<file path="src/hw/rtl/timed_serial_frame_receiver_core_macros.svh">
// Assertion macros shared by the frame receiver RTL.
`ifndef TIMED_SERIAL_FRAME_RECEIVER_CORE_MACROS_SVH
`define TIMED_SERIAL_FRAME_RECEIVER_CORE_MACROS_SVH

// Same-cycle implication, disabled while reset is asserted
`define TFR_ASSERT_NOW(lbl, clk, rst_n, ante, cons, msg) \
    lbl: assert property (@(posedge clk) disable iff (!rst_n) (ante) |-> (cons)) \
        else $error(msg);

// Next-cycle implication, disabled while reset is asserted
`define TFR_ASSERT_NEXT(lbl, clk, rst_n, ante, cons, msg) \
    lbl: assert property (@(posedge clk) disable iff (!rst_n) (ante) |=> (cons)) \
        else $error(msg);

`endif

</file>
<file path="src/hw/rtl/tfr_pkg.sv">
// Shared types and constants of the timed serial frame receiver.
package tfr_pkg;

    // Frame geometry
    localparam int unsigned FRAME_BYTES = 7;
    localparam int unsigned IDX_W       = 3;
    localparam logic [IDX_W-1:0] LAST_IDX = IDX_W'(FRAME_BYTES - 1);

    // Fixed frame positions of the decoded fields
    localparam logic [IDX_W-1:0] IDX_TYPE  = IDX_W'(3);
    localparam logic [IDX_W-1:0] IDX_WHOLE = IDX_W'(4);
    localparam logic [IDX_W-1:0] IDX_TENTH = IDX_W'(5);

    // Configuration port geometry
    localparam int unsigned APB_AW = 5;
    localparam int unsigned APB_DW = 32;

    // Register indexes (byte address / 4)
    localparam logic [2:0] REG_IDLE_HIGH    = 3'd0;
    localparam logic [2:0] REG_ABSENT_LOW   = 3'd1;
    localparam logic [2:0] REG_FIRST_SAMPLE = 3'd2;
    localparam logic [2:0] REG_BIT_TICKS    = 3'd3;
    localparam logic [2:0] REG_HIGH_POWER   = 3'd4;

    // Register reset values
    localparam logic [9:0]  RST_IDLE_HIGH    = 10'd160;
    localparam logic [11:0] RST_ABSENT_LOW   = 12'd1000;
    localparam logic [7:0]  RST_FIRST_SAMPLE = 8'd15;
    localparam logic [7:0]  RST_BIT_TICKS    = 8'd10;
    localparam logic [7:0]  RST_HIGH_POWER   = 8'd36;

    // Event kinds
    localparam logic EV_BYTE   = 1'b0;
    localparam logic EV_ABSENT = 1'b1;

    // Tenths correction
    localparam logic [7:0] TENTH_LIMIT = 8'd4;
    localparam logic [7:0] TENTH_STEP  = 8'd5;

    typedef struct packed {
        logic [9:0]  idle_high_ticks;
        logic [11:0] absent_low_ticks;
        logic [7:0]  first_sample_ticks;
        logic [7:0]  bit_ticks;
        logic [7:0]  high_power_code;
    } t_cfg;

    typedef struct packed {
        logic             event_kind;
        logic [IDX_W-1:0] byte_index;
        logic [7:0]       byte_value;
        logic [7:0]       temp_whole;
        logic [7:0]       temp_tenth;
        logic             high_power;
        logic             last;
    } t_result;

    // A tick count of zero behaves as one
    function automatic logic [7:0] at_least_one(input logic [7:0] v);
        return (v == 8'd0) ? 8'd1 : v;
    endfunction

endpackage

</file>
<file path="src/hw/rtl/timed_serial_frame_receiver_core.sv">
// Top level of the timed serial frame receiver.
//
//  channel  direction  handshake                    payload
//  in       in         i_in_valid / o_in_stall      i_line_level
//  out      out        o_out_valid / i_out_stall    o_event_kind .. o_last
//  cfg      in         psel / penable / pwrite      paddr, pwdata, prdata
//
// One tick is taken every cycle unless o_in_stall is high; its result, if
// any, is registered into the output queue. The counter and shift updates
// of one tick fit between the state registers and the output register.
// Reset is synchronous and active low; it restores register defaults and
// the qualification phase. The frame store is not cleared.
// The output register plus a skid stage absorb a stalled output; o_in_stall
// rises only once both hold a beat.
module timed_serial_frame_receiver_core
    import tfr_pkg::*;
(
    input  logic              i_clk,
    input  logic              i_rst_n,
    input  logic              i_in_valid,
    output logic              o_in_stall,
    input  logic              i_line_level,
    output logic              o_out_valid,
    input  logic              i_out_stall,
    output logic              o_event_kind,
    output logic [IDX_W-1:0]  o_byte_index,
    output logic [7:0]        o_byte_value,
    output logic [7:0]        o_temp_whole,
    output logic [7:0]        o_temp_tenth,
    output logic              o_high_power,
    output logic              o_last,
    input  logic              psel,
    input  logic              penable,
    input  logic              pwrite,
    input  logic [APB_AW-1:0] paddr,
    input  logic [APB_DW-1:0] pwdata,
    output logic [APB_DW-1:0] prdata,
    output logic              pready
);

    t_cfg    cfg;
    t_result rx_res;
    t_result out_res;
    logic    rx_valid;
    logic    step;
    logic    q_full;

    // Input beat accepted
    assign step       = i_in_valid && !q_full;
    assign o_in_stall = q_full;

    tfr_cfg u_cfg (
        .i_clk   (i_clk),
        .i_rst_n (i_rst_n),
        .psel    (psel),
        .penable (penable),
        .pwrite  (pwrite),
        .paddr   (paddr),
        .pwdata  (pwdata),
        .prdata  (prdata),
        .pready  (pready),
        .o_cfg   (cfg)
    );

    tfr_rx u_rx (
        .i_clk       (i_clk),
        .i_rst_n     (i_rst_n),
        .i_cfg       (cfg),
        .i_step      (step),
        .i_level     (i_line_level),
        .o_res_valid (rx_valid),
        .o_res       (rx_res)
    );

    tfr_oq u_oq (
        .i_clk   (i_clk),
        .i_rst_n (i_rst_n),
        .i_push  (rx_valid),
        .i_res   (rx_res),
        .o_full  (q_full),
        .o_valid (o_out_valid),
        .i_stall (i_out_stall),
        .o_res   (out_res)
    );

    // Result fields
    assign o_event_kind = out_res.event_kind;
    assign o_byte_index = out_res.byte_index;
    assign o_byte_value = out_res.byte_value;
    assign o_temp_whole = out_res.temp_whole;
    assign o_temp_tenth = out_res.temp_tenth;
    assign o_high_power = out_res.high_power;
    assign o_last       = out_res.last;

endmodule

</file>
<file path="src/hw/rtl/tfr_cfg.sv">
// Configuration register bank behind the APB-style port.
module tfr_cfg
    import tfr_pkg::*;
(
    input  logic              i_clk,
    input  logic              i_rst_n,
    input  logic              psel,
    input  logic              penable,
    input  logic              pwrite,
    input  logic [APB_AW-1:0] paddr,
    input  logic [APB_DW-1:0] pwdata,
    output logic [APB_DW-1:0] prdata,
    output logic              pready,
    output t_cfg              o_cfg
);

    t_cfg       r_cfg;
    logic       wr_en;
    logic [2:0] reg_idx;

    assign pready  = 1'b1;
    assign wr_en   = psel && penable && pwrite;
    assign reg_idx = paddr[APB_AW-1:2];
    assign o_cfg   = r_cfg;

    // Register writes
    always_ff @(posedge i_clk) begin
        if (!i_rst_n) begin
            r_cfg.idle_high_ticks    <= RST_IDLE_HIGH;
            r_cfg.absent_low_ticks   <= RST_ABSENT_LOW;
            r_cfg.first_sample_ticks <= RST_FIRST_SAMPLE;
            r_cfg.bit_ticks          <= RST_BIT_TICKS;
            r_cfg.high_power_code    <= RST_HIGH_POWER;
        end else if (wr_en) begin
            unique case (reg_idx)
                REG_IDLE_HIGH:    r_cfg.idle_high_ticks    <= pwdata[9:0];
                REG_ABSENT_LOW:   r_cfg.absent_low_ticks   <= pwdata[11:0];
                REG_FIRST_SAMPLE: r_cfg.first_sample_ticks <= pwdata[7:0];
                REG_BIT_TICKS:    r_cfg.bit_ticks          <= pwdata[7:0];
                REG_HIGH_POWER:   r_cfg.high_power_code    <= pwdata[7:0];
                default: ;
            endcase
        end
    end

    // Read-back mux
    always_comb begin
        unique case (reg_idx)
            REG_IDLE_HIGH:    prdata = APB_DW'(r_cfg.idle_high_ticks);
            REG_ABSENT_LOW:   prdata = APB_DW'(r_cfg.absent_low_ticks);
            REG_FIRST_SAMPLE: prdata = APB_DW'(r_cfg.first_sample_ticks);
            REG_BIT_TICKS:    prdata = APB_DW'(r_cfg.bit_ticks);
            REG_HIGH_POWER:   prdata = APB_DW'(r_cfg.high_power_code);
            default:          prdata = '0;
        endcase
    end

endmodule

</file>
<file path="src/hw/rtl/tfr_rx.sv">
// Link qualification, bit sampling and frame decode, one tick per beat.
module tfr_rx
    import tfr_pkg::*;
(
    input  logic    i_clk,
    input  logic    i_rst_n,
    input  t_cfg    i_cfg,
    input  logic    i_step,
    input  logic    i_level,
    output logic    o_res_valid,
    output t_result o_res
);

    typedef enum logic [2:0] {
        PH_QUALIFY,
        PH_HUNT,
        PH_SAMPLE,
        PH_GAP_HUNT,
        PH_GAP_QUALIFY
    } t_phase;

    t_phase           r_phase,     n_phase;
    logic [9:0]       r_high_run,  n_high_run;
    logic [12:0]      r_low_total, n_low_total;
    logic [7:0]       r_tick,      n_tick;
    logic [3:0]       r_bit,       n_bit;
    logic [7:0]       r_shift,     n_shift;
    logic [IDX_W-1:0] r_byte_cnt,  n_byte_cnt;
    logic [7:0]       r_store [FRAME_BYTES];

    logic             emit;
    logic             store_we;
    logic [IDX_W-1:0] idx;
    logic             is_last;
    logic [9:0]       high_inc;
    logic [12:0]      low_inc;
    logic [7:0]       bt_eff;
    logic [7:0]       byte_type;
    logic [7:0]       byte_whole;
    logic [7:0]       byte_tenth;
    logic [7:0]       tenth_adj;
    t_result          res;

    assign high_inc = r_high_run + 10'd1;
    assign low_inc  = r_low_total + 13'd1;
    assign bt_eff   = at_least_one(i_cfg.bit_ticks);
    assign n_shift  = {i_level, r_shift[7:1]};
    assign idx      = (r_byte_cnt > LAST_IDX) ? LAST_IDX : r_byte_cnt;
    assign is_last  = (idx == LAST_IDX);

    // Eighth sample of a byte: the byte is complete this beat
    assign store_we = (r_phase == PH_SAMPLE) && (r_tick <= 8'd1) && (r_bit >= 4'd7);

    // Stored fields, bypassing the byte being written this beat
    assign byte_type  = (store_we && idx == IDX_TYPE)  ? n_shift : r_store[IDX_TYPE];
    assign byte_whole = (store_we && idx == IDX_WHOLE) ? n_shift : r_store[IDX_WHOLE];
    assign byte_tenth = (store_we && idx == IDX_TENTH) ? n_shift : r_store[IDX_TENTH];

    // Tenths correction, zeroed for a whole part of zero
    always_comb begin
        if (byte_whole == 8'd0) begin
            tenth_adj = 8'd0;
        end else if (byte_tenth > TENTH_LIMIT) begin
            tenth_adj = byte_tenth - TENTH_STEP;
        end else begin
            tenth_adj = byte_tenth + TENTH_STEP;
        end
    end

    // Next state and result
    always_comb begin
        n_phase     = r_phase;
        n_high_run  = r_high_run;
        n_low_total = r_low_total;
        n_tick      = r_tick;
        n_bit       = r_bit;
        n_byte_cnt  = r_byte_cnt;
        emit        = 1'b0;
        res         = '0;
        unique case (r_phase)
            PH_QUALIFY: begin
                if (i_level) begin
                    n_high_run = high_inc;
                    if (high_inc >= 10'(at_least_one(8'(0)) ) &&
                        high_inc >= ((i_cfg.idle_high_ticks == 10'd0) ?
                                     10'd1 : i_cfg.idle_high_ticks)) begin
                        n_phase     = PH_HUNT;
                        n_high_run  = '0;
                        n_low_total = '0;
                        n_byte_cnt  = '0;
                    end
                end else begin
                    n_high_run  = '0;
                    n_low_total = low_inc;
                    if (low_inc > 13'(i_cfg.absent_low_ticks)) begin
                        n_phase        = PH_QUALIFY;
                        n_low_total    = '0;
                        emit           = 1'b1;
                        res.event_kind = EV_ABSENT;
                    end
                end
            end
            PH_HUNT: begin
                if (!i_level) begin
                    n_phase = PH_SAMPLE;
                    n_tick  = at_least_one(i_cfg.first_sample_ticks);
                    n_bit   = '0;
                end
            end
            PH_SAMPLE: begin
                if (r_tick > 8'd1) begin
                    n_tick = r_tick - 8'd1;
                end else if (r_bit < 4'd7) begin
                    n_bit  = r_bit + 4'd1;
                    n_tick = bt_eff;
                end else begin
                    // Eighth sample completes the byte
                    emit           = 1'b1;
                    n_bit          = '0;
                    res.event_kind = EV_BYTE;
                    res.byte_index = idx;
                    res.byte_value = n_shift;
                    if (is_last) begin
                        res.temp_whole = byte_whole;
                        res.temp_tenth = tenth_adj;
                        res.high_power = (byte_type == i_cfg.high_power_code);
                        res.last       = 1'b1;
                        n_byte_cnt     = '0;
                    end else begin
                        n_byte_cnt = idx + IDX_W'(1);
                    end
                    if (bt_eff > 8'd1) begin
                        n_tick  = bt_eff - 8'd1;
                        n_phase = is_last ? PH_GAP_QUALIFY : PH_GAP_HUNT;
                    end else if (is_last) begin
                        n_phase     = PH_QUALIFY;
                        n_high_run  = '0;
                        n_low_total = '0;
                    end else begin
                        n_phase = PH_HUNT;
                    end
                end
            end
            PH_GAP_HUNT, PH_GAP_QUALIFY: begin
                if (r_tick > 8'd1) begin
                    n_tick = r_tick - 8'd1;
                end else begin
                    n_tick = '0;
                    if (r_phase == PH_GAP_QUALIFY) begin
                        n_phase     = PH_QUALIFY;
                        n_high_run  = '0;
                        n_low_total = '0;
                    end else begin
                        n_phase = PH_HUNT;
                    end
                end
            end
            default: begin
                n_phase     = PH_QUALIFY;
                n_high_run  = '0;
                n_low_total = '0;
            end
        endcase
    end

    assign o_res_valid = i_step && emit;
    assign o_res       = res;

    // State registers
    always_ff @(posedge i_clk) begin
        if (!i_rst_n) begin
            r_phase     <= PH_QUALIFY;
            r_high_run  <= '0;
            r_low_total <= '0;
            r_tick      <= '0;
            r_bit       <= '0;
            r_shift     <= '0;
            r_byte_cnt  <= '0;
        end else if (i_step) begin
            r_phase     <= n_phase;
            r_high_run  <= n_high_run;
            r_low_total <= n_low_total;
            r_tick      <= n_tick;
            r_bit       <= n_bit;
            r_byte_cnt  <= n_byte_cnt;
            if (r_phase == PH_HUNT) begin
                r_shift <= '0;
            end else if (r_phase == PH_SAMPLE && r_tick <= 8'd1) begin
                r_shift <= n_shift;
            end
        end
    end

    // Frame store, no reset: each entry read is written earlier in the frame
    always_ff @(posedge i_clk) begin
        if (i_step && store_we) begin
            r_store[idx] <= n_shift;
        end
    end

endmodule

</file>
<file path="src/hw/rtl/tfr_oq.sv">
// Output register with skid stage for result beats.
`include "timed_serial_frame_receiver_core_macros.svh"

module tfr_oq
    import tfr_pkg::*;
(
    input  logic    i_clk,
    input  logic    i_rst_n,
    input  logic    i_push,
    input  t_result i_res,
    output logic    o_full,
    output logic    o_valid,
    input  logic    i_stall,
    output t_result o_res
);

    logic    r_out_v;
    logic    r_skid_v;
    t_result r_out;
    t_result r_skid;
    logic    pop;

    assign pop     = r_out_v && !i_stall;
    assign o_valid = r_out_v;
    assign o_res   = r_out;
    assign o_full  = r_skid_v;

    // Valid flags
    always_ff @(posedge i_clk) begin
        if (!i_rst_n) begin
            r_out_v  <= 1'b0;
            r_skid_v <= 1'b0;
        end else if (r_skid_v) begin
            if (pop) begin
                r_skid_v <= 1'b0;
            end
        end else if (i_push) begin
            if (r_out_v && !pop) begin
                r_skid_v <= 1'b1;
            end else begin
                r_out_v <= 1'b1;
            end
        end else if (pop) begin
            r_out_v <= 1'b0;
        end
    end

    // Payload
    always_ff @(posedge i_clk) begin
        if (r_skid_v) begin
            if (pop) begin
                r_out <= r_skid;
            end
        end else if (i_push) begin
            if (r_out_v && !pop) begin
                r_skid <= i_res;
            end else begin
                r_out <= i_res;
            end
        end
    end

    `TFR_ASSERT_NOW(a_skid_behind_out, i_clk, i_rst_n, r_skid_v, r_out_v,
        "skid stage holds a beat while the output register is empty")
    `TFR_ASSERT_NOW(a_no_push_when_full, i_clk, i_rst_n, i_push, !r_skid_v,
        "result pushed while both stages are occupied")
    `TFR_ASSERT_NEXT(a_skid_kept, i_clk, i_rst_n, r_skid_v && i_stall, r_skid_v && r_out_v,
        "buffered beat lost while the output is stalled")

endmodule

</file>
<file path="config.mk">
export PLATFORM = sky130hd
export DESIGN_NAME = timed_serial_frame_receiver_core
export DESIGN_NICKNAME = d
export VERILOG_FILES = /design/src/hw/rtl/tfr_pkg.sv /design/src/hw/rtl/timed_serial_frame_receiver_core.sv /design/src/hw/rtl/tfr_cfg.sv /design/src/hw/rtl/tfr_rx.sv /design/src/hw/rtl/tfr_oq.sv
export VERILOG_INCLUDE_DIRS = /design/src /design/src/hw/rtl
export SDC_FILE = /design/constraint.sdc
export NUM_CORES = 1
export LEC_CHECK = 0
export BUFFER_PORTS_ARGS = -buffer_cell sky130_fd_sc_hd__buf_2
export CAP_MARGIN = 20
export CORE_ASPECT_RATIO = 2
export CORE_MARGIN = 10
export CORE_UTILIZATION = 25
export DETAILED_ROUTE_END_ITERATION = 8
export PLACE_DENSITY = 0.48
export SYNTH_ARGS = -nofsm -noshare
export SYNTH_HDL_FRONTEND = slang
export SYNTH_SLANG_ARGS = --single-unit
</file>
<file path="constraint.sdc">
create_clock -name i_clk -period 7.4 [get_ports i_clk]
set_input_delay 0.37 -clock i_clk [delete_from_list [all_inputs] [get_ports i_clk]]
set_output_delay 0.37 -clock i_clk [all_outputs]
set_load 0.1 [all_outputs]
</file>
==> impl_metrics.json, run 1 <==
{
  "status": "finished clean",
  "grt_first_pass_wirelength_um": 42900,
  "diodes": 0,
  "final-instance-count-excl-fill": 1634,
  "core_area_um2": 39400,
  "tightestPinTransition_ns": 0.987,
  "routabilityCongestion": 0.800,
  "groute.usage.overall_pct": 11.3,
  "grt_pass1_vias": 7633,
  "critPathLaunch": "u_rx.r_phase[0]",
  "drt_iter0_markers": 369,
  "yosys_warnings": 0,
  "synth-edff-count": 84,
  "min_period_over_period_pct": 65.3,
  "ctsHoldBuffers": 0,
  "ys_seq_area_share_pct": 44.7,
  "grt_antenna_before_repair": 0,
  "place_inst": 1601,
  "synth_top_area_share_pct": 25.4,
  "skew_ns": 0.0120,
  "boundaryPins": 110,
  "slew_headroom_pct": 34.2,
  "crit_path_start_kind": "flop",
  "antenna_left": 0,
  "cts_made_buffers": 17,
  "worstSetupEndpointType": "flop",
  "hpwl_um": 20900,
  "avgSynthCellArea_um2": 9.49,
  "path_class": "flop to flop",
  "grt_max_degree": 100,
  "clk_latency_ns": 0.45,
  "synth_cells": 1048,
  "die_w_um": 161,
  "fmax_ghz": 0.207,
  "row_count": 103,
  "port_buffers": 66,
  "drv_cap": 0,
  "fin_crit_ns": 4.83,
  "cts_setup_buffers": 0,
  "synth_mux_area_share_pct": 7.79,
  "wl_per_cell_um": 16.9,
  "drcViolationCount": 0,
  "vias": 7631,
  "clk_pin_slew_worst_paths_ns": 0.07,
  "dieHeight_um": 302,
  "p_leak_nw": 4.29,
  "async_flop_share_pct": 0,
  "layout-area-overhead-vs-synth_pct": 13.9,
  "grt_overflow": 0,
  "setup-violations-final": 0,
  "die-area_um2": 48600,
  "critPathMaxFanout": 14,
  "numClockSinks": 180,
  "cts-root-buf": "clkbuf_16",
  "grt_setup_unrepaired": "false",
  "fin_ws_ns": 2.57,
  "synth_top_family_by_area": "simple AND/OR/NAND/NOR gates",
  "synth_area_leaders": "edfxtp_1, dfxtp_1, mux2i_1",
  "drt_first_pass_iters": 5,
  "power_mw": 2.09,
  "ff_latch_area_um2": 4440,
  "ys.flop_type": "dfxtp_1",
  "slew_viol_final": 0,
  "worstPathArrival_ns": 5.02,
  "cts_resized": 0,
  "synth_compound_area_share_pct": 13.1,
  "drive_above_1_share_pct": 13.4,
  "finish.utilization_pct": 28.7,
  "tns_ns": 0,
  "timing.rr.start": "u_rx.r_phase[0]",
  "min_from": "pwdata[8]",
  "worstPathRequired_ns": 7.59,
  "synth_area_um2": 9940,
  "multi_input_area_um2": 5070,
  "avgViaCountPerCell": 4.67,
  "synth_adder_area_share_pct": 5.23,
  "finalHoldViolations": 0,
  "n_fill_cell": 4226,
  "finalNetCount": 1182,
  "ir_worst_vdd_v": 0.000163,
  "drt-total-wl_um": 27600,
  "yosysTopAreaCell": "edfxtp_1",
  "synth-xor-area-share_pct": 4.14,
  "ys_ff_latch": 180,
  "clk_path_buf_depth": 2,
  "cts-htree-levels": 4,
  "powerDensity_nw_per_um2": 185,
  "synth-simple-area-share_pct": 19.7,
  "ys_types": 68,
  "initial_core_util_pct": 25.2,
  "dp_slack_ns": 2.60,
  "tritoncts": "yes",
  "hold_class": "primary input to flop"
}
worst max-delay path: stages (launching register included):
cell and delay, ns:
dfxtp_1 0.46, or3b_2 0.59, nor2_1 0.64, nand3_1 0.51, mux2i_1 0.73, ha_1 0.40
and3_1 0.18, nand3_1 0.07, a31oi_1 0.10, a2111oi_0 0.55, xor2_1 0.24, o31ai_1 0.09
worst paths after layout:
kind | to | slack, ns | cells after the start
setup / recovery | u_oq.o_res[7] | 2.57 | 11
hold / removal | u_cfg.o_cfg[32] | 0.15 | 3
setup reg to reg | u_oq.o_res[7] | 2.57 | 11
hold reg to reg | u_cfg.o_cfg[34] | 0.48 | 2
layer usage:
layer  part of all wire (%)  vias up  GRT usage [%]
met5                      0        -              0
met3                    4.0       32           2.51
met1                     38     3630           11.4
met4                    2.5        0           4.61
li1                       -     3814              -
met2                     56      155           21.6
sequential cells by signal (all words and copies together), names as in the netlist:
| name | cells |
|---|---|
| u_rx.r_shift | 7 |
| u_rx.r_store | 24 |
| u_rx.r_high_run | 10 |
| u_rx.r_phase | 3 |
| u_oq.r_skid | 30 |
| u_oq.o_res | 30 |
| u_oq.o_valid | 1 |
| u_rx.r_bit | 4 |
| u_rx.r_byte_cnt | 3 |
| u_oq.o_full | 1 |
| u_cfg.o_cfg | 46 |
| u_rx.r_low_total | 13 |
| u_rx.r_tick | 8 |
Yosys cell counts, types with 24 or more instances:
| cell | instances |
|---|---|
| nand2_1 | 144 |
| dfxtp_1 | 96 |
| edfxtp_1 | 84 |
| nor2_1 | 74 |
| mux2i_1 | 56 |
| inv_1 | 44 |
| clkbuf_1 | 40 |
| ha_1 | 40 |
| nand3_1 | 33 |
| o21ai_0 | 33 |
| a21boi_0 | 25 |
| a21oi_1 | 25 |
| xnor2_1 | 25 |
| nor2b_1 | 24 |
| nor3_1 | 24 |
metrics by stage:
step                      cell area [um2]  hold WS (ns)
after floorplan                     10000         0.441
after CTS                           11300         0.131
after detailed placement            10800         0.474
final                               11300         0.154
after global placement              10800         0.462
after global routing                11300         0.161
layout by cell type (no fill, tap or decap), types with 6 or more instances in the layout:
cell and n:
xnor2_1 25, and3_1 21, nor2_1 73, conb_1 21, and2_1 7, mux2i_1 56
a21oi_1 25, nand2_1 144, buf_2 66, a21boi_0 24, buf_4 13, nand3b_1 11
o211ai_1 12, xor2_1 22, nand3_1 33, dfxtp_1 96, inv_1 44, o31ai_1 17
o21ai_0 33, edfxtp_1 84, o22ai_1 14, a31oi_1 6, clkbuf_16 17, nand2b_1 11
nor4_1 11, ha_1 40, mux2_2 19, nor3_1 24, a21boi_1 7, a211oi_1 7
nor2b_1 24
where the power goes:
part	internal, mW	switching, mW
Clock	0.437	0.424
Combinational	0.0413	0.143
Sequential	1.04	0.00853
Total	1.52	0.576
logic make-up (layout without fill, tap and decap cells):
family	after synthesis	in the layout
AO/OA/AOI/OAI	191	191
XOR/XNOR	47	47
adder cells (fa/ha/maj)	41	41
buffers and inverters	114	156
flip-flops	180	180
multiplexers	75	75
other	2	21
AND/OR/NAND/NOR	398	398
layout make-up:
type                       count  area share [%]
multi-input combinational    773            44.8
timing repair buffer          80            3.84
clock inverter                15            1.10
sequential                   180            39.2
inverter                      44            1.46
clock buffer                  17            3.76
tap                          525            5.80
Power figures use the tool's default switching activity.
==> run 2: changes to the inputs <==
--- a/config.mk
+++ b/config.mk
@@ -12,7 +12,7 @@
 export CORE_MARGIN = 10
 export CORE_UTILIZATION = 25
 export DETAILED_ROUTE_END_ITERATION = 8
-export PLACE_DENSITY = 0.48
+export PLACE_DENSITY = 0.49
 export SYNTH_ARGS = -nofsm -noshare
 export SYNTH_HDL_FRONTEND = slang
 export SYNTH_SLANG_ARGS = --single-unit
==> constraint.sdc (replaced) <==
create_clock -name i_clk -period 4.22 [get_ports i_clk]
set_input_delay 0.211 -clock i_clk [delete_from_list [all_inputs] [get_ports i_clk]]
set_output_delay 0.211 -clock i_clk [all_outputs]
set_load 0.1 [all_outputs]
==> run 2 against run 1 <==
Effect of this change: clock skew about the same; worst setup slack got worse by 2.2 ns; routed wire length up 2.6%; largest cell class unchanged; total power increased by 81%; sequential share of layout area shrank 0.88 points; cell count up 1.3%; hold slack worse by 0.091 ns; global-route usage increased by 0.33 points; die area stayed put; clock power rose by 88%.
==> impl_metrics.json, run 2 (same netlist as run 1, synthesis figures left out) <==
{
  "cts_made_buffers": 17,
  "tightestPinTransition_ns": 1.01,
  "status": "finished clean",
  "core_area_um2": 39400,
  "critPathMaxFanout": 30,
  "fin_crit_ns": 3.81,
  "skew_ns": 0.0115,
  "min_period_over_period_pct": 90.3,
  "clk_latency_ns": 0.46,
  "mostFrequentLayoutCell": "nand2_1",
  "hold_class": "primary input to flop",
  "setup-violations-final": 0,
  "tritoncts": "yes",
  "boundaryPins": 110,
  "grt_first_pass_wirelength_um": 44100,
  "initial_core_util_pct": 25.2,
  "ir_worst_vdd_v": 0.000312,
  "worstSetupEndpointType": "flop",
  "holdPathStages": 3,
  "numClockSinks": 180,
  "row_count": 103,
  "layout-area-overhead-vs-synth_pct": 16.5,
  "powerDensity_nw_per_um2": 327,
  "grt_overflow": 0,
  "routabilityCongestion": 0.838,
  "grt_max_degree": 60,
  "slowest_delay_ns": 0.49,
  "clk_pin_slew_worst_paths_ns": 0.08,
  "drv_cap": 0,
  "grt_setup_unrepaired": "false",
  "vias": 7768,
  "tns_ns": 0,
  "drcViolationCount": 0,
  "fmax_ghz": 0.262,
  "whs_ns": 0.0624,
  "slew_headroom_pct": 32.5,
  "worstPathArrival_ns": 4.01,
  "clk_path_buf_depth": 2,
  "cts-htree-levels": 4,
  "drt_first_pass_iters": 5,
  "dp_slack_ns": 0.264,
  "cp_cell_sequence": "ha_1, nand3_1, or2_2, nor2_1, xor2_1, ha_1, a21o_1, a21oi_1, and2_1, a221oi_2, o21a_1, o21ai_0, nor2_2, buf_12",
  "diodes": 0,
  "hpwl_um": 21600,
  "largest_reg_flops": 46,
  "path_class": "flop to flop",
  "cp_slowest_cell": "o21ai_0",
  "dieHeight_um": 302,
  "die_w_um": 161,
  "grt_pass1_vias": 7823,
  "antenna_left": 0,
  "grt_antenna_before_repair": 0,
  "cts-root-buf": "clkbuf_16",
  "finalNetCount": 1204,
  "reg2reg_depth": 14,
  "avgViaCountPerCell": 4.69,
  "fin_ws_ns": 0.409,
  "cts_setup_buffers": 0,
  "port_buffers": 66,
  "final_cell_mix": "nand2_1, dfxtp_1, edfxtp_1",
  "finalHoldViolations": 0,
  "drt_iter0_markers": 406,
  "slew_viol_final": 0,
  "groute.usage.overall_pct": 11.6,
  "drt-total-wl_um": 28300,
  "worstPathRequired_ns": 4.42,
  "p_leak_nw": 4.42,
  "crit_top_cell": "ha_1",
  "crit_path_start_kind": "flop",
  "die-area_um2": 48600,
  "drive_above_1_share_pct": 14.9,
  "wl_per_cell_um": 17.1
}
-- run 2: cell count changes in the layout (fill, tap and decap cells not counted), sizes merged --
cell / previous run / this run
clkinvlp: 5 / 2
buf: 79 / 97
inv: 50 / 54
dlygate4sd3: 0 / 4
bufinv: 0 / 1
clkinv: 4 / 2
-- run 2: metrics by stage --
step           util [%]  instance area [um2]  std cells  power [mW]
3_5_place_dp       27.7                10900       1619        2.21
3_3_place_gp       27.7                10900       1619        2.21
2_1_floorplan         -                10000       1067        2.14
6_report           29.4                11600       1656        3.79
5_1_grt            29.4                11600       1656        3.92
4_1_cts            29.3                11600       1655        3.84
-- run 2: final cells by class --
type                    count  area (um2)
clock buffers              17         425
clock inverters            15         160
fillers                  4208       27800
inverters                  44         165
multi-input cells         773        5090
flip-flops and latches    180        4440
well taps                 525         657
repair buffers            102         648
-- run 2: worst paths after layout --
path / startpoint / to / slack (ns)
setup / recovery: u_rx.r_low_total[0] / u_oq.r_skid[13] / 0.41
setup reg to reg: u_rx.r_low_total[0] / u_oq.r_skid[13] / 0.41
hold / removal: pwdata[2] / u_cfg.o_cfg[38] / 0.06
hold reg to reg: u_rx.r_low_total[6] / u_rx.r_low_total[6] / 0.48
-- run 2: power by group --
part           switching (mW)  internal [mW]  leakage, nW
sequential             0.0116           1.82         1.53
combinational           0.258         0.0815         2.61
clock                   0.778          0.842        0.284
total                    1.05           2.74         4.42
-- run 2: critical path: cells and delay by family (launching register included) --
kind | cells | cell delay (ns)
compound gates | 5 | 1.22
simple gates | 5 | 0.88
flops | 1 | 0.41
buf+inv | 1 | 0.20
xor+xnor | 1 | 0.23
fa+ha+maj | 2 | 0.61
-- run 2: repair_timing --
| item | in CTS | in global routing |
|---|---|---|
| gates resized for setup | 0 | 3 |
| setup endpoints to repair | 0 | 75 |
| hold buffers | 4 | 0 |
| endpoints found under the hold margin | 4 | 0 |
-- run 2: per-layer routing --
metal	global-route usage [%]	vias to the layer above	wire, um
met5	0	-	0
met4	5.11	0	769
met3	2.29	38	1040
met2	22.5	155	15800
met1	11.5	3712	10700
li1	-	3863	-
==> run 3: changes to the inputs <==
--- a/config.mk
+++ b/config.mk
@@ -12,7 +12,7 @@
 export CORE_MARGIN = 10
 export CORE_UTILIZATION = 25
 export DETAILED_ROUTE_END_ITERATION = 8
-export PLACE_DENSITY = 0.49
+export PLACE_DENSITY = 0.39
 export SYNTH_ARGS = -nofsm -noshare
 export SYNTH_HDL_FRONTEND = slang
 export SYNTH_SLANG_ARGS = --single-unit
==> run 3 against run 2 <==
Effect of this change: total power shrank 2.5%; clock-buffer cell count did not move; via count fell by 1.4%; routed wire length up 4.5%; core utilization is 0.057 points lower; clock skew increased by 0.00095 ns; critical path depth stayed put; die area unchanged; combinational power is 1% higher; clock power down 6%; cell area fell by 0.19%; critical endpoint unchanged; largest cell class unchanged; largest power group unchanged.
==> impl_metrics.json, run 3 (same netlist as run 1, synthesis figures left out) <==
{
  "grt_setup_unrepaired": "false",
  "grt_antenna_before_repair": 0,
  "cts_made_buffers": 17,
  "boundaryPins": 110,
  "slew_viol_final": 0,
  "clk_path_buf_depth": 2,
  "tritoncts": "yes",
  "worstSetupEndpointType": "flop",
  "min_period_over_period_pct": 90.1,
  "diodes": 0,
  "port_buffers": 66,
  "grt_max_degree": 56,
  "drcViolationCount": 0,
  "critPathMaxFanout": 30,
  "numClockSinks": 180,
  "dieHeight_um": 302,
  "mostFrequentLayoutCell": "nand2_1",
  "slew_headroom_pct": 31.7,
  "cts-root-buf": "clkbuf_16",
  "clk_pin_slew_worst_paths_ns": 0.07,
  "largest_reg_flops": 46,
  "min_from": "pwdata[8]",
  "setup-violations-final": 0,
  "vias": 7659,
  "cp_slowest_cell": "o21ai_0",
  "status": "finished clean",
  "cts-htree-levels": 4,
  "groute.usage.overall_pct": 12.3,
  "slowest_delay_ns": 0.50,
  "fmax_ghz": 0.263,
  "layout-area-overhead-vs-synth_pct": 16.3,
  "skew_ns": 0.0124,
  "timing.rr.start": "u_rx.r_low_total[0]",
  "drive_above_1_share_pct": 15.0,
  "grt_first_pass_wirelength_um": 46300,
  "finish.utilization_pct": 29.3,
  "antenna_left": 0,
  "path_class": "flop to flop",
  "ir_worst_vdd_v": 0.000297,
  "p_leak_nw": 4.40,
  "routabilityCongestion": 0.800,
  "finalNetCount": 1207,
  "fin_crit_ns": 3.80,
  "n_fill_cell": 4264,
  "initial_core_util_pct": 25.2,
  "grt_pass1_vias": 7952,
  "critPathLaunch": "u_rx.r_low_total[0]",
  "final_cell_mix": "nand2_1, dfxtp_1, edfxtp_1",
  "powerDensity_nw_per_um2": 319,
  "clk_latency_ns": 0.45,
  "hold_class": "primary input to flop",
  "grt_overflow": 0,
  "cp_cell_sequence": "ha_1, nand3_1, or2_2, nor2_1, xor2_1, ha_1, a21o_1, a21oi_1, and2_1, a221oi_1, o21a_1, o21ai_0, nor2_2, buf_12",
  "core_area_um2": 39400,
  "drt_iter0_markers": 264,
  "drt_first_pass_iters": 4,
  "worstPathArrival_ns": 4.00,
  "row_count": 103,
  "finalHoldViolations": 0,
  "tightestPinTransition_ns": 1.02,
  "hpwl_um": 22800,
  "tns_ns": 0,
  "wl_per_cell_um": 17.8,
  "worstPathRequired_ns": 4.42,
  "die_w_um": 161,
  "die-area_um2": 48600,
  "crit_top_cell": "ha_1",
  "drt-total-wl_um": 29600,
  "drv_cap": 0,
  "crit_path_start_kind": "flop",
  "avgViaCountPerCell": 4.62
}
==> run 3: cell types whose count changed in the layout (fill, tap and decap cells not counted), moves of 2 or more <==
| cell | previous run | this run |
|---|---|---|
| inv_6 | 6 | 2 |
| dlygate4sd3_1 | 4 | 2 |
| clkinv_1 | 0 | 2 |
| clkinv_2 | 0 | 2 |
| inv_8 | 4 | 0 |
| buf_4 | 28 | 33 |
| clkinvlp_2 | 0 | 2 |
| clkinvlp_4 | 2 | 4 |
==> run 3: power breakdown <==
group	switching, mW	internal [mW]
Sequential	0.0118	1.82
Combinational	0.262	0.0820
Clock	0.716	0.802
Total	0.990	2.70
==> run 3: stage by stage <==
stage | hold WS [ns] | cell area, um2 | power [mW] | cells | worst slack (ns)
floorplan | 0.310 | 10000 | 2.14 | 1067 | 0.253
global placement | 0.465 | 11000 | 2.21 | 1624 | 0.221
detailed placement | 0.473 | 11000 | 2.22 | 1624 | 0.224
CTS | 0.00323 | 11500 | 3.75 | 1657 | 0.180
global route | 0.0284 | 11600 | 3.83 | 1658 | 0.0874
finish | 0.0159 | 11600 | 3.69 | 1658 | 0.419
==> run 3: final timing paths <==
kind / slack, ns / to / cells after the start
max: 0.42 / u_oq.r_skid[13] / 14
min: 0.02 / u_cfg.o_cfg[32] / 3
max reg2reg: 0.42 / u_oq.r_skid[13] / 14
min reg2reg: 0.48 / u_rx.r_low_total[1] / 2
==> run 3: worst max-delay path: cells and delay by family, from the launching register on <==
kind | cells | cell delay (ns)
fa+ha+maj | 2 | 0.60
xor+xnor | 1 | 0.23
buf+inv | 1 | 0.20
flops | 1 | 0.42
compound gates | 5 | 1.21
simple gates | 5 | 0.86
==> run 3: per-layer routing <==
layer  GRT usage [%]  routed length [um]  vias up
li1                -                   -     3867
met1            11.6               10900     3639
met2            24.7               17000      120
met3            1.99                 780       33
met4            5.59                 862        0
met5               0                   0        -
==> run 3: cell type report <==
class                   instances  area (um2)  share of cell area (%)
clock buffers                  17         425                    3.68
clock inverters                14         114                   0.985
inverters                      44         165                    1.43
multi-input cells             773        5090                    44.0
flip-flops and latches        180        4440                    38.4
well taps                     525         657                    5.68
repair buffers                105         669                    5.79
==> run 3: timing repair <==
action / CTS / global route
setup endpoints to repair: 0 / 14
endpoints found under the hold margin: 2 / 0
buffers inserted: 0 / 0
resized for setup: 0 / 3
hold buffers: 2 / 0
